[src/kmp_stream_matcher_macros.svh]
// Assertion macros for the KMP stream matcher.
`ifndef KMP_STREAM_MATCHER_MACROS_SVH
`define KMP_STREAM_MATCHER_MACROS_SVH

// Check a property on every clock edge outside reset.
`define KMP_ASSERT(label, prop, msg) \
    label: assert property (@(posedge i_clk) disable iff (!i_rst_n) (prop)) \
        else $error(msg);

// Check a property on every clock edge, reset included.
`define KMP_ASSERT_ALWAYS(label, prop, msg) \
    label: assert property (@(posedge i_clk) (prop)) else $error(msg);

`endif

[src/kmp_pkg.sv]
// Shared types and constants of the KMP stream matcher.
package kmp_pkg;

    localparam int PATTERN_MAX_DEF = 64;

    typedef enum logic [1:0] {
        CMD_CLEAR  = 2'd0,
        CMD_APPEND = 2'd1,
        CMD_TEXT   = 2'd2
    } t_cmd;

    typedef enum logic [1:0] {
        STAT_OK    = 2'd0,
        STAT_FULL  = 2'd1,
        STAT_EMPTY = 2'd2
    } t_status;

    typedef enum logic [1:0] {
        ST_IDLE,
        ST_FETCH,
        ST_CMP
    } t_state;

endpackage

[src/kmp_ram.sv]
// Generic single-write, single-read RAM with registered read data.
module kmp_ram #(
    parameter int WIDTH = 8,
    parameter int DEPTH = 64
) (
    input  logic                                   i_clk,
    input  logic                                   i_we,
    input  logic [((DEPTH > 1) ? $clog2(DEPTH) : 1)-1:0] i_waddr,
    input  logic [WIDTH-1:0]                       i_wdata,
    input  logic [((DEPTH > 1) ? $clog2(DEPTH) : 1)-1:0] i_raddr,
    output logic [WIDTH-1:0]                       o_rdata
);

    logic [WIDTH-1:0] r_mem [DEPTH];
    logic [WIDTH-1:0] r_rdata;

    always_ff @(posedge i_clk) begin
        if (i_we) begin
            r_mem[i_waddr] <= i_wdata;
        end
        r_rdata <= r_mem[i_raddr];
    end

    assign o_rdata = r_rdata;

endmodule

[src/kmp_stream_matcher.sv]
// Results: clear, unused command, pattern full, empty pattern and the first append
//   are registered in the cycle after accept; other appends and text bytes walk the
//   failure chain, each step a fetch state then a compare state, 1 to pattern_length steps.
// Flow: one item at a time, taken only when the output register is empty or
//   drains that cycle; no new item is taken while a walk is under way.
// Reset (synchronous, active low) clears lengths, counters and handshake; memories keep data.
`include "kmp_stream_matcher_macros.svh"

module kmp_stream_matcher
    import kmp_pkg::*;
#(
    parameter int PATTERN_MAX = PATTERN_MAX_DEF
) (
    input  logic        i_clk,
    input  logic        i_rst_n,
    input  logic        i_s_tvalid,
    output logic        o_s_tready,
    input  logic [7:0]  i_s_tdata,   // [7:0] data_byte
    input  logic [1:0]  i_s_tuser,   // [1:0] cmd
    output logic        o_m_tvalid,
    input  logic        i_m_tready,
    output logic [31:0] o_m_tdata,   // [31:0] match_position
    output logic [2:0]  o_m_tuser    // [0] match_found, [2:1] status
);

    localparam int LW = $clog2(PATTERN_MAX + 1);
    localparam int AW = (PATTERN_MAX > 1) ? $clog2(PATTERN_MAX) : 1;

    t_state        r_state, n_state;
    logic [LW-1:0] r_len, n_len;
    logic [LW-1:0] r_psl, n_psl;
    logic [LW-1:0] r_matched, n_matched;
    logic [31:0]   r_text_idx, n_text_idx;
    logic [LW-1:0] r_k, n_k;
    logic [7:0]    r_byte, n_byte;
    logic          r_is_text, n_is_text;

    logic          r_out_valid, n_out_valid;
    logic          r_found, n_found;
    logic [31:0]   r_pos, n_pos;
    t_status       r_status, n_status;

    logic          accept;
    logic          out_free;
    logic          pat_we, fail_we;
    logic [AW-1:0] pat_waddr;
    logic [7:0]    pat_wdata;
    logic [LW-1:0] fail_wdata;
    logic [AW-1:0] pat_raddr, fail_raddr;
    logic [7:0]    pat_rdata;
    logic [LW-1:0] fail_rdata;
    logic [LW-1:0] k_step;
    logic [LW-1:0] k_prev;

    assign out_free   = !r_out_valid || i_m_tready;
    assign o_s_tready = (r_state == ST_IDLE) && out_free;
    assign accept     = i_s_tvalid && o_s_tready;

    assign k_prev     = LW'(r_k - 1'b1);
    assign pat_raddr  = r_k[AW-1:0];
    assign fail_raddr = k_prev[AW-1:0];
    assign k_step     = LW'(r_k + 1'b1);

    kmp_ram #(.WIDTH(8), .DEPTH(PATTERN_MAX)) u_pattern_ram (
        .i_clk   (i_clk),
        .i_we    (pat_we),
        .i_waddr (pat_waddr),
        .i_wdata (pat_wdata),
        .i_raddr (pat_raddr),
        .o_rdata (pat_rdata)
    );

    kmp_ram #(.WIDTH(LW), .DEPTH(PATTERN_MAX)) u_failure_ram (
        .i_clk   (i_clk),
        .i_we    (fail_we),
        .i_waddr (pat_waddr),
        .i_wdata (fail_wdata),
        .i_raddr (fail_raddr),
        .o_rdata (fail_rdata)
    );

    always_ff @(posedge i_clk) begin
        if (!i_rst_n) begin
            r_state     <= ST_IDLE;
            r_len       <= '0;
            r_psl       <= '0;
            r_matched   <= '0;
            r_text_idx  <= '0;
            r_out_valid <= 1'b0;
        end else begin
            r_state     <= n_state;
            r_len       <= n_len;
            r_psl       <= n_psl;
            r_matched   <= n_matched;
            r_text_idx  <= n_text_idx;
            r_out_valid <= n_out_valid;
        end
    end

    always_ff @(posedge i_clk) begin
        r_k       <= n_k;
        r_byte    <= n_byte;
        r_is_text <= n_is_text;
        r_found   <= n_found;
        r_pos     <= n_pos;
        r_status  <= n_status;
    end

    always_comb begin
        logic [LW-1:0] k_final;
        n_state     = r_state;
        n_len       = r_len;
        n_psl       = r_psl;
        n_matched   = r_matched;
        n_text_idx  = r_text_idx;
        n_k         = r_k;
        n_byte      = r_byte;
        n_is_text   = r_is_text;
        n_out_valid = r_out_valid && !i_m_tready;
        n_found     = r_found;
        n_pos       = r_pos;
        n_status    = r_status;
        pat_we      = 1'b0;
        fail_we     = 1'b0;
        pat_waddr   = r_len[AW-1:0];
        pat_wdata   = r_byte;
        fail_wdata  = '0;
        k_final     = '0;

        case (r_state)
            ST_IDLE: begin
                if (accept) begin
                    n_byte    = i_s_tdata;
                    n_found   = 1'b0;
                    n_pos     = '0;
                    n_status  = STAT_OK;
                    n_is_text = 1'b0;
                    case (t_cmd'(i_s_tuser))
                        CMD_CLEAR: begin
                            n_len       = '0;
                            n_psl       = '0;
                            n_matched   = '0;
                            n_text_idx  = '0;
                            n_out_valid = 1'b1;
                        end
                        CMD_APPEND: begin
                            n_text_idx = '0;
                            n_matched  = '0;
                            if (r_len >= LW'(PATTERN_MAX)) begin
                                n_status    = STAT_FULL;
                                n_out_valid = 1'b1;
                            end else if (r_len == '0) begin
                                // First byte: no chain to walk
                                pat_we      = 1'b1;
                                fail_we     = 1'b1;
                                pat_wdata   = i_s_tdata;
                                fail_wdata  = '0;
                                n_psl       = '0;
                                n_len       = LW'(1);
                                n_out_valid = 1'b1;
                            end else begin
                                n_k     = r_psl;
                                n_state = ST_FETCH;
                            end
                        end
                        CMD_TEXT: begin
                            if (r_len == '0) begin
                                n_status    = STAT_EMPTY;
                                n_out_valid = 1'b1;
                            end else begin
                                n_is_text = 1'b1;
                                n_k       = (r_matched >= r_len) ? '0 : r_matched;
                                n_state   = ST_FETCH;
                            end
                        end
                        default: begin
                            n_out_valid = 1'b1;
                        end
                    endcase
                end
            end
            ST_FETCH: begin
                n_state = ST_CMP;
            end
            ST_CMP: begin
                if (pat_rdata != r_byte && r_k != '0) begin
                    // Follow the failure link and retry
                    n_k     = fail_rdata;
                    n_state = ST_FETCH;
                end else begin
                    k_final     = (pat_rdata == r_byte) ? k_step : '0;
                    n_state     = ST_IDLE;
                    n_out_valid = 1'b1;
                    if (r_is_text) begin
                        n_text_idx = r_text_idx + 32'd1;
                        if (k_final == r_len) begin
                            n_found   = 1'b1;
                            n_pos     = r_text_idx + 32'd1 - 32'(r_len);
                            n_matched = r_psl;
                        end else begin
                            n_matched = k_final;
                        end
                    end else begin
                        pat_we     = 1'b1;
                        fail_we    = 1'b1;
                        fail_wdata = k_final;
                        n_psl      = k_final;
                        n_len      = LW'(r_len + 1'b1);
                    end
                end
            end
            default: begin
                n_state = ST_IDLE;
            end
        endcase
    end

    assign o_m_tvalid = r_out_valid;
    assign o_m_tdata  = r_pos;
    assign o_m_tuser  = {r_status, r_found};

    `KMP_ASSERT(a_walk_in_range, (r_state != ST_IDLE) |-> (r_k < r_len), "walk index past pattern")
    `KMP_ASSERT(a_busy_not_ready, (r_state != ST_IDLE) |-> !o_s_tready, "ready while walking")
    `KMP_ASSERT(a_len_bound, r_len <= LW'(PATTERN_MAX), "pattern length overflow")
    `KMP_ASSERT(a_matched_bound, (r_matched < r_len) || (r_matched == '0), "matched count too large")

endmodule
[config.mk]
export PLATFORM = sky130hd
export DESIGN_NAME = kmp_stream_matcher
export DESIGN_NICKNAME = d
export VERILOG_FILES = /design/src/kmp_pkg.sv /design/src/kmp_ram.sv /design/src/kmp_stream_matcher.sv
export VERILOG_INCLUDE_DIRS = /design/src /design/src/src
export SDC_FILE = /design/constraint.sdc
export NUM_CORES = 1
export LEC_CHECK = 0
export BUFFER_PORTS_ARGS = -buffer_cell sky130_fd_sc_hd__clkbuf_2
export CORE_MARGIN = 5
export CORE_UTILIZATION = 57
export DETAILED_ROUTE_END_ITERATION = 7
export MAX_ROUTING_LAYER = met4
export PLACE_DENSITY = 0.87
export SYNTH_ARGS = -nofsm -noshare
export SYNTH_HDL_FRONTEND = slang
export SYNTH_SLANG_ARGS = --single-unit
[constraint.sdc]
create_clock -name i_clk -period 6 [get_ports i_clk]
set_input_delay 0.3 -clock i_clk [delete_from_list [all_inputs] [get_ports i_clk]]
set_output_delay 0.3 -clock i_clk [all_outputs]
set_load 0.05 [all_outputs]
**Word level (Yosys, flattened, before mapping)**

Memory sizes are Yosys's and may differ from the RTL's. A register that Yosys moved wholly into a read port is not among the register bits.
Index checks and enable logic that the tools add are counted.

- Magnitude comparators: 2
- Reduce and logical (&&, ||, !) cells: 19
- Bitwise operators: 0
- Shift-type cells: 0
- Multiplexer cells: 77
- Add/sub/neg operators: 5
- Multiply operators: 0
- Divide/modulo/power cells: 0
- Eq/ne operators: 20

Operators by type and width:

| operator | count |
|---|---|
| 32-bit 2-to-1 mux | 8 |
| 7-bit 2-to-1 mux | 25 |
| 32-bit one-hot mux with 2 select lines | 2 |
| 7-bit one-hot mux with 2 select lines | 7 |
| 8-bit 2-to-1 mux | 5 |
| 32-bit by 1-bit adder with 32-bit output (second input constant) | 1 |
| 32-bit by 7-bit subtractor with 32-bit output | 1 |
| 1-bit 2-to-1 mux | 19 |
| 7-bit by 1-bit adder with 7-bit output (second input constant) | 2 |
| 2-bit inequality test (second input constant) | 7 |
| 7-bit AND reduction | 2 |
| 3-bit inequality test (second input constant) | 4 |
| 5-bit AND reduction | 2 |
| 8-bit equality test | 1 |
| 2-bit 2-to-1 mux | 4 |
| 8-bit inequality test | 1 |
| 1-bit one-hot mux with 2 select lines | 4 |
| 2-bit one-hot mux with 2 select lines | 2 |
| 7-bit equality test | 1 |
| 7-bit >= comparator | 1 |
| 7-bit >= comparator (second input constant) | 1 |
| 7-bit zero test | 1 |
| 7-bit nonzero test | 1 |
| 3-bit by 1-bit inequality test with 1-bit output (second input constant) | 2 |
| 12 further kinds | 19 |

- Flip-flop bits (word level): 107
- Memories kept: 2
- Bits in writable memories: 960
- Input port bits: 14
- Bits in latches: 0
- Word-level logic and storage cells: 137
- ROM bits: 0

Memory list:

| memory | depth | width | read ports | clocked after memory_dff | wr ports | RTL line | source |
|---|---|---|---|---|---|---|---|
| u_pattern_ram.r_mem | 64 | 8 | 1 | 1 | 1 | kmp_ram.sv:14 | `logic [WIDTH-1:0] r_mem [DEPTH];` |
| u_failure_ram.r_mem | 64 | 7 | 1 | 1 | 1 | kmp_ram.sv:14 |  |

**Longest topological paths before layout**

- Depth in word-level cells: 8
- Depth in mapped cells: 14

**Hierarchy**

Synthesis repeated with hierarchy kept, for this count alone.

- Cell total of the unflattened synthesis: 2,551
- Area, all modules: 44,581.5 um2

By module, submodules not included:

| module | area an instance (um2) | cells an instance | times used |
|---|---|---|---|
| kmp_ram at u_pattern_ram | 20,166.8 | 940 | 1 |
| kmp_ram at u_failure_ram | 17,673.2 | 837 | 1 |
| kmp_stream_matcher | 6,741.5 | 774 | 1 |

**Least setup slack after synthesis**

No wires, ideal clock.

- Path type: reg-to-reg
- Start point: register r_k[1]
- End point: register r_pos[0], in the netlist o_m_tdata[0], enable pin
- Stages on the path, launching flop included: 14
- Period minus slack after synthesis: 6.030 ns
- Path slack: -0.030 ns
- Arrival time: 5.556 ns
- Buffers on the path: 4
- Library setup time: 0.473 ns
- Required time: 5.527 ns
- Cells stage by stage: edfxtp_1 > clkbuf_1 > clkbuf_1 > buf_1 > inv_1 > ha_1 > clkbuf_1 > inv_1 > nor3_1 > xnor2_1 > nand2_1 > nor4_4 > nand3_1 > a211oi_1

- Cells in the longest elaborated chain, start to end: 5
- Elaborated cells between the ends (all ways): 8
- Classes of those cells: add/sub (1); eq/ne (3); mux (1); reduce/logical (3)

Ends and longest elaborated chain:

| item | RTL line | source |
|---|---|---|
| start, declared | kmp_stream_matcher.sv:34 | `logic [LW-1:0] r_k, n_k;` |
| start signal, assigned | kmp_stream_matcher.sv:101 | `r_k <= n_k;` |
| 7-bit by 1-bit adder with 7-bit output | kmp_stream_matcher.sv:62 | `assign k_step = LW'(r_k + 1'b1);` |
| 7-bit 2-to-1 mux | kmp_stream_matcher.sv:191 | `k_final = (pat_rdata == r_byte) ? k_step : '0;` |
| 7-bit equality test | kmp_stream_matcher.sv:196 | `if (k_final == r_len) begin` |
| 2-bit inequality test (no source line) | - |  |
| 5-bit AND reduction (no source line) * | - |  |
| end signal, assigned | kmp_stream_matcher.sv:105 | `r_pos <= n_pos;` |
| end, declared | kmp_stream_matcher.sv:40 | `logic [31:0] r_pos, n_pos;` |

Every way passes the cells marked *; elsewhere a longest branch is shown, timed or not.
A chain may end at the register's enable or synchronous reset.

**Worst setup path in the final report**

- Start point: register r_byte[1]
- End point: memory u_failure_ram.r_mem[60][6] (netlist name), enable pin

- Cells in the longest elaborated chain, start to end: 6

Ends and longest elaborated chain:

| item | RTL line | source |
|---|---|---|
| start, declared | kmp_stream_matcher.sv:35 | `logic [7:0] r_byte, n_byte;` |
| start signal, assigned | kmp_stream_matcher.sv:102 | `r_byte <= n_byte;` |
| 8-bit inequality test | kmp_stream_matcher.sv:186 | `if (pat_rdata != r_byte && r_k != '0) begin` |
| 1-bit logical AND | kmp_stream_matcher.sv:186 |  |
| 1-bit 2-to-1 mux | kmp_stream_matcher.sv:186 |  |
| 1-bit one-hot mux with 2 select lines | kmp_stream_matcher.sv:130 | `case (r_state)` |
| 1-bit 2-to-1 mux | kmp_ram.sv:18 | `if (i_we) begin` |
| 1-bit 2-to-1 mux (implied by the code) | kmp_ram.sv:19 | `r_mem[i_waddr] <= i_wdata;` |
| end, declared | kmp_ram.sv:14 |  |

Every way passes these cells.

==> reports/metrics.csv <==
stage,metric,value,unit
outcome,status,"finished, final reports clean",
synthesis,synth_cells,2234,
worst_setup_path,worstSetupStartpoint,r_byte[1]$_DFFE_PP_,
worst_setup_path,worstSetupPathType,flip-flop to flip-flop,
worst_setup_path,reg2reg_from,r_byte[1]$_DFFE_PP_,
routing,wire_per_inst,33.3,um
worst_setup_path,path_cells,"xnor2_1, nand4_1, or2_1, and2_1, a211o_1, nor3_1, nand3_1, nor2_1, buf_4",
clocking,worstSkewPairLatency,0.68,ns
synthesis,synth_top_area_cell,edfxtp_1,
worst_setup_path,critPathCapture,u_failure_ram.r_mem[60][6]$_DFFE_PP_,
pwr,p_comb_frac,0.045,
grt,grt_max_degree,116,
synthesis,synth.distinct_cells,68,
timing,tns,0,ns
synthesis,ys_seq_area_frac,0.727,
worst_setup_path,rrSetupSlack,1.22,ns
layout,area_delta_synth_final,12.0,%
routing,route.detailed.drc,0,
timing,rsz0062_at_grt,no,
worst_setup_path,crit_path_max_incr_delay,0.59,ns
routing,ant_nets,0,
timing,final_hold_viol_count,0,
worst_setup_path,crit_cells,9,
die,die_area,82300,sq um
die,ioPinCount,51,
timing,fmax,209,MHz
synthesis,synth_edf_count,1011,
clocking,cts_tree,yes,
clocking,cts_buffer_depth,3,
worst_setup_path,slowest_stage,nor2_1,
timing,finalCritPeriodShare,0.797,
routing,drt-pass1-iter-count,8,
min_path,hold_start,i_m_tready,
layout,fillCellCount,4610,
placement,dpl.hpwl,63200,um
layout,nNetsFinal,2406,
timing,relSlewSlack,0.0239,
pwr,switching_share,0.215,
die,start_util,0.576,
worst_setup_path,cp.arrival,5.15,ns
clocking,cts_resized,0,
worst_setup_path,cp_num_buf_inv,1,
synthesis,synth_most_common_cell,edfxtp_1,
die,chipWidth,287,um
synthesis,synth_area_leaders,"edfxtp_1, mux4_2, dfxtp_1",
clocking,clkTransAtPathRegs,0.07,ns
job,drv_cap,0,
pwr,power_density,314,nW/um^2
timing,worst_pin_slew,1.46,ns
routing,drt-total-wl,116000,um
worst_setup_path,crit_required,6.36,ns
synthesis,synth_commonest_cells,"edfxtp_1, mux4_2, nor2_1",
worst_setup_path,reg2reg_depth,9,
clocking,cts_hold_buf,8,
die,die_h,287,um
synthesis,synth-async-reset-ratio,0,
synthesis,yosysTopAreaCellShare,0.694,
grt,track_usage,0.292,
pwr,p_int,12.1,mW
placement,portBuffers,50,
die,rows,101,
clocking,post_cts_buffers,0,
timing,drv_slew,0,
routing,drtIter0Drc,4070,
grt,grt_pass1_vias,24000,
synthesis,synthesis.nets,2272,
routing,vias_per_cell,6.92,
clocking,h-tree-depth,3,
min_path,hold_path.class,input pin to flip-flop,
grt,grt_pass1_wl,169000,um
placement,dp.cells,3286,
pwr,leakage,15.6,nW
pwr,power_switching,3.31,mW
clocking,numCtsBuffers,101,
layout,drive_gt1_frac,0.262,
synthesis,postSynthAreaPerCell,19.6,sq um
worst_setup_path,endpoint_kind,flip-flop,
placement,place_congestion,0.942,
synthesis,syn-cell-area,43700,sq um
timing,finalClockSkew,0.0475,ns
routing,vias,24100,
timing,finalSetupViolCount,0,
synthesis,yosys_register_bits,1082,
synthesis,ys.flop_type,edfxtp_1,
grt,grt_overflow_total,0,
pwr,p_seq_frac,0.538,
worst_setup_path,start_kind,flip-flop,
layout,final_cells,3486,
worst_setup_path,path_delay_family,simple AND/OR/NAND/NOR gates,
clocking,cts_root_buf,clkbuf_16,
clocking,clock_sinks,1082,
timing,min_period,4.78,ns
die,core_area,75900,sq um
pwr,power.share.clock,0.416,
pwr,ir_worst_vdd,319,uV
worst_setup_path,cp_max_fo,16,
worst_setup_path,r2r-end,u_failure_ram.r_mem[60][6]$_DFFE_PP_,
synthesis,synth_warnings,0,
grt,antenna_found_initial,2,
-- metal layers --
layer | up-vias | wire length [um] | GRT usage | share of wire
met1 | 12300 | 39100 | 0.369 | 0.34
li1 | 9368 | - | - | -
met5 | - | 0 | - | 0
met3 | 442 | 13600 | 0.0690 | 0.12
met2 | 2053 | 56900 | 0.464 | 0.49
met4 | 0 | 6750 | 0.124 | 0.058
-- area by class of cell --
cell class                 count  area [sq um]  share of cell area
clock buffer                 136          2700              0.0551
clock inverter                52           592              0.0121
multi-input combinational   1000         11400               0.233
antenna                        3          7.51            0.000153
tap                         1030          1290              0.0263
timing repair buffer         152          1060              0.0217
sequential                  1082         31800               0.649
inverter                      31           116             0.00238
-- flip-flops by register name, summed over array words and instances, names as in the netlist --
signal	cells
u_failure_ram.o_rdata	7
r_text_idx	32
u_failure_ram.r_mem	448
u_pattern_ram.o_rdata	8
r_len	7
r_is_text	1
r_k	7
r_status	2
r_state	2
o_m_tvalid	1
u_pattern_ram.r_mem	512
r_byte	8
o_m_tdata	32
r_found	1
r_psl	7
r_matched	7
-- power by group through the flow --
stage / clock (mW) / sequential [mW] / combinational, mW
finish: 6.41 / 8.29 / 0.698
CTS: 6.45 / 8.29 / 0.681
global route: 6.82 / 8.29 / 0.718
detailed placement: 0 / 8.45 / 0.658
floorplan: 0 / 8.48 / 0.385
global placement: 0 / 8.45 / 0.634
-- worst min-delay path by stage --
stage,slack (ns),endpoint,cells after the start
2_1_floorplan,0.40,r_byte[0]$_DFFE_PP_,0
3_3_place_gp,0.46,r_psl[6]$_SDFFE_PN0P_,2
3_5_place_dp,0.48,r_psl[4]$_SDFFE_PN0P_,2
4_1_cts,0.21,o_m_tvalid$_SDFF_PN0_,3
5_1_grt,0.19,o_m_tvalid$_SDFF_PN0_,3
6_report,0.22,o_m_tvalid$_SDFF_PN0_,3
-- worst register-to-register path, delay by kind of cell, from the launching register on --
kind	cells	cell delay, ns
buffers and inverters	1	0.32
xor gates and xnor gates	1	0.24
DFF	1	0.43
AOI/OAI and AO/OA	1	0.55
and+or+nand+nor	6	2.94
-- placed cells by master, fill, tap and decap left out, types with 19 or more instances in the layout --
| cell type | count |
|---|---|
| clkbuf_1 | 32 |
| a21oi_1 | 38 |
| nand4_1 | 19 |
| nand2_1 | 59 |
| edfxtp_1 | 1011 |
| xnor2_1 | 55 |
| nor2b_1 | 28 |
| mux4_2 | 315 |
| nor2_1 | 142 |
| clkbuf_16 | 102 |
| nand3_1 | 42 |
| nor3_1 | 43 |
| inv_1 | 29 |
| buf_4 | 92 |
| ha_1 | 22 |
| clkbuf_2 | 50 |
| o21ai_0 | 37 |
| dfxtp_1 | 71 |
-- kinds of logic after synthesis --
logic type      share of synthesized area
compound gates                     0.0214
xor+xnor                           0.0152
fa+ha+maj                         0.00704
buf+inv                            0.0137
flops                               0.727
mux                                 0.167
simple gates                       0.0490
-- through the flow --
step | utilization | total power, mW | hold WS, ns | cell area, sq um | worst slack (ns)
2_1_floorplan | - | 8.87 | 0.399 | 43700 | 1.09
3_3_place_gp | 0.600 | 9.08 | 0.458 | 45600 | 1.89
3_5_place_dp | 0.600 | 9.11 | 0.481 | 45600 | 1.68
4_1_cts | 0.644 | 15.4 | 0.207 | 48900 | 1.53
5_1_grt | 0.645 | 15.8 | 0.194 | 49000 | 1.20
6_report | 0.645 | 15.4 | 0.223 | 49000 | 1.22
No activity file was read; power rests on OpenSTA's default activity.
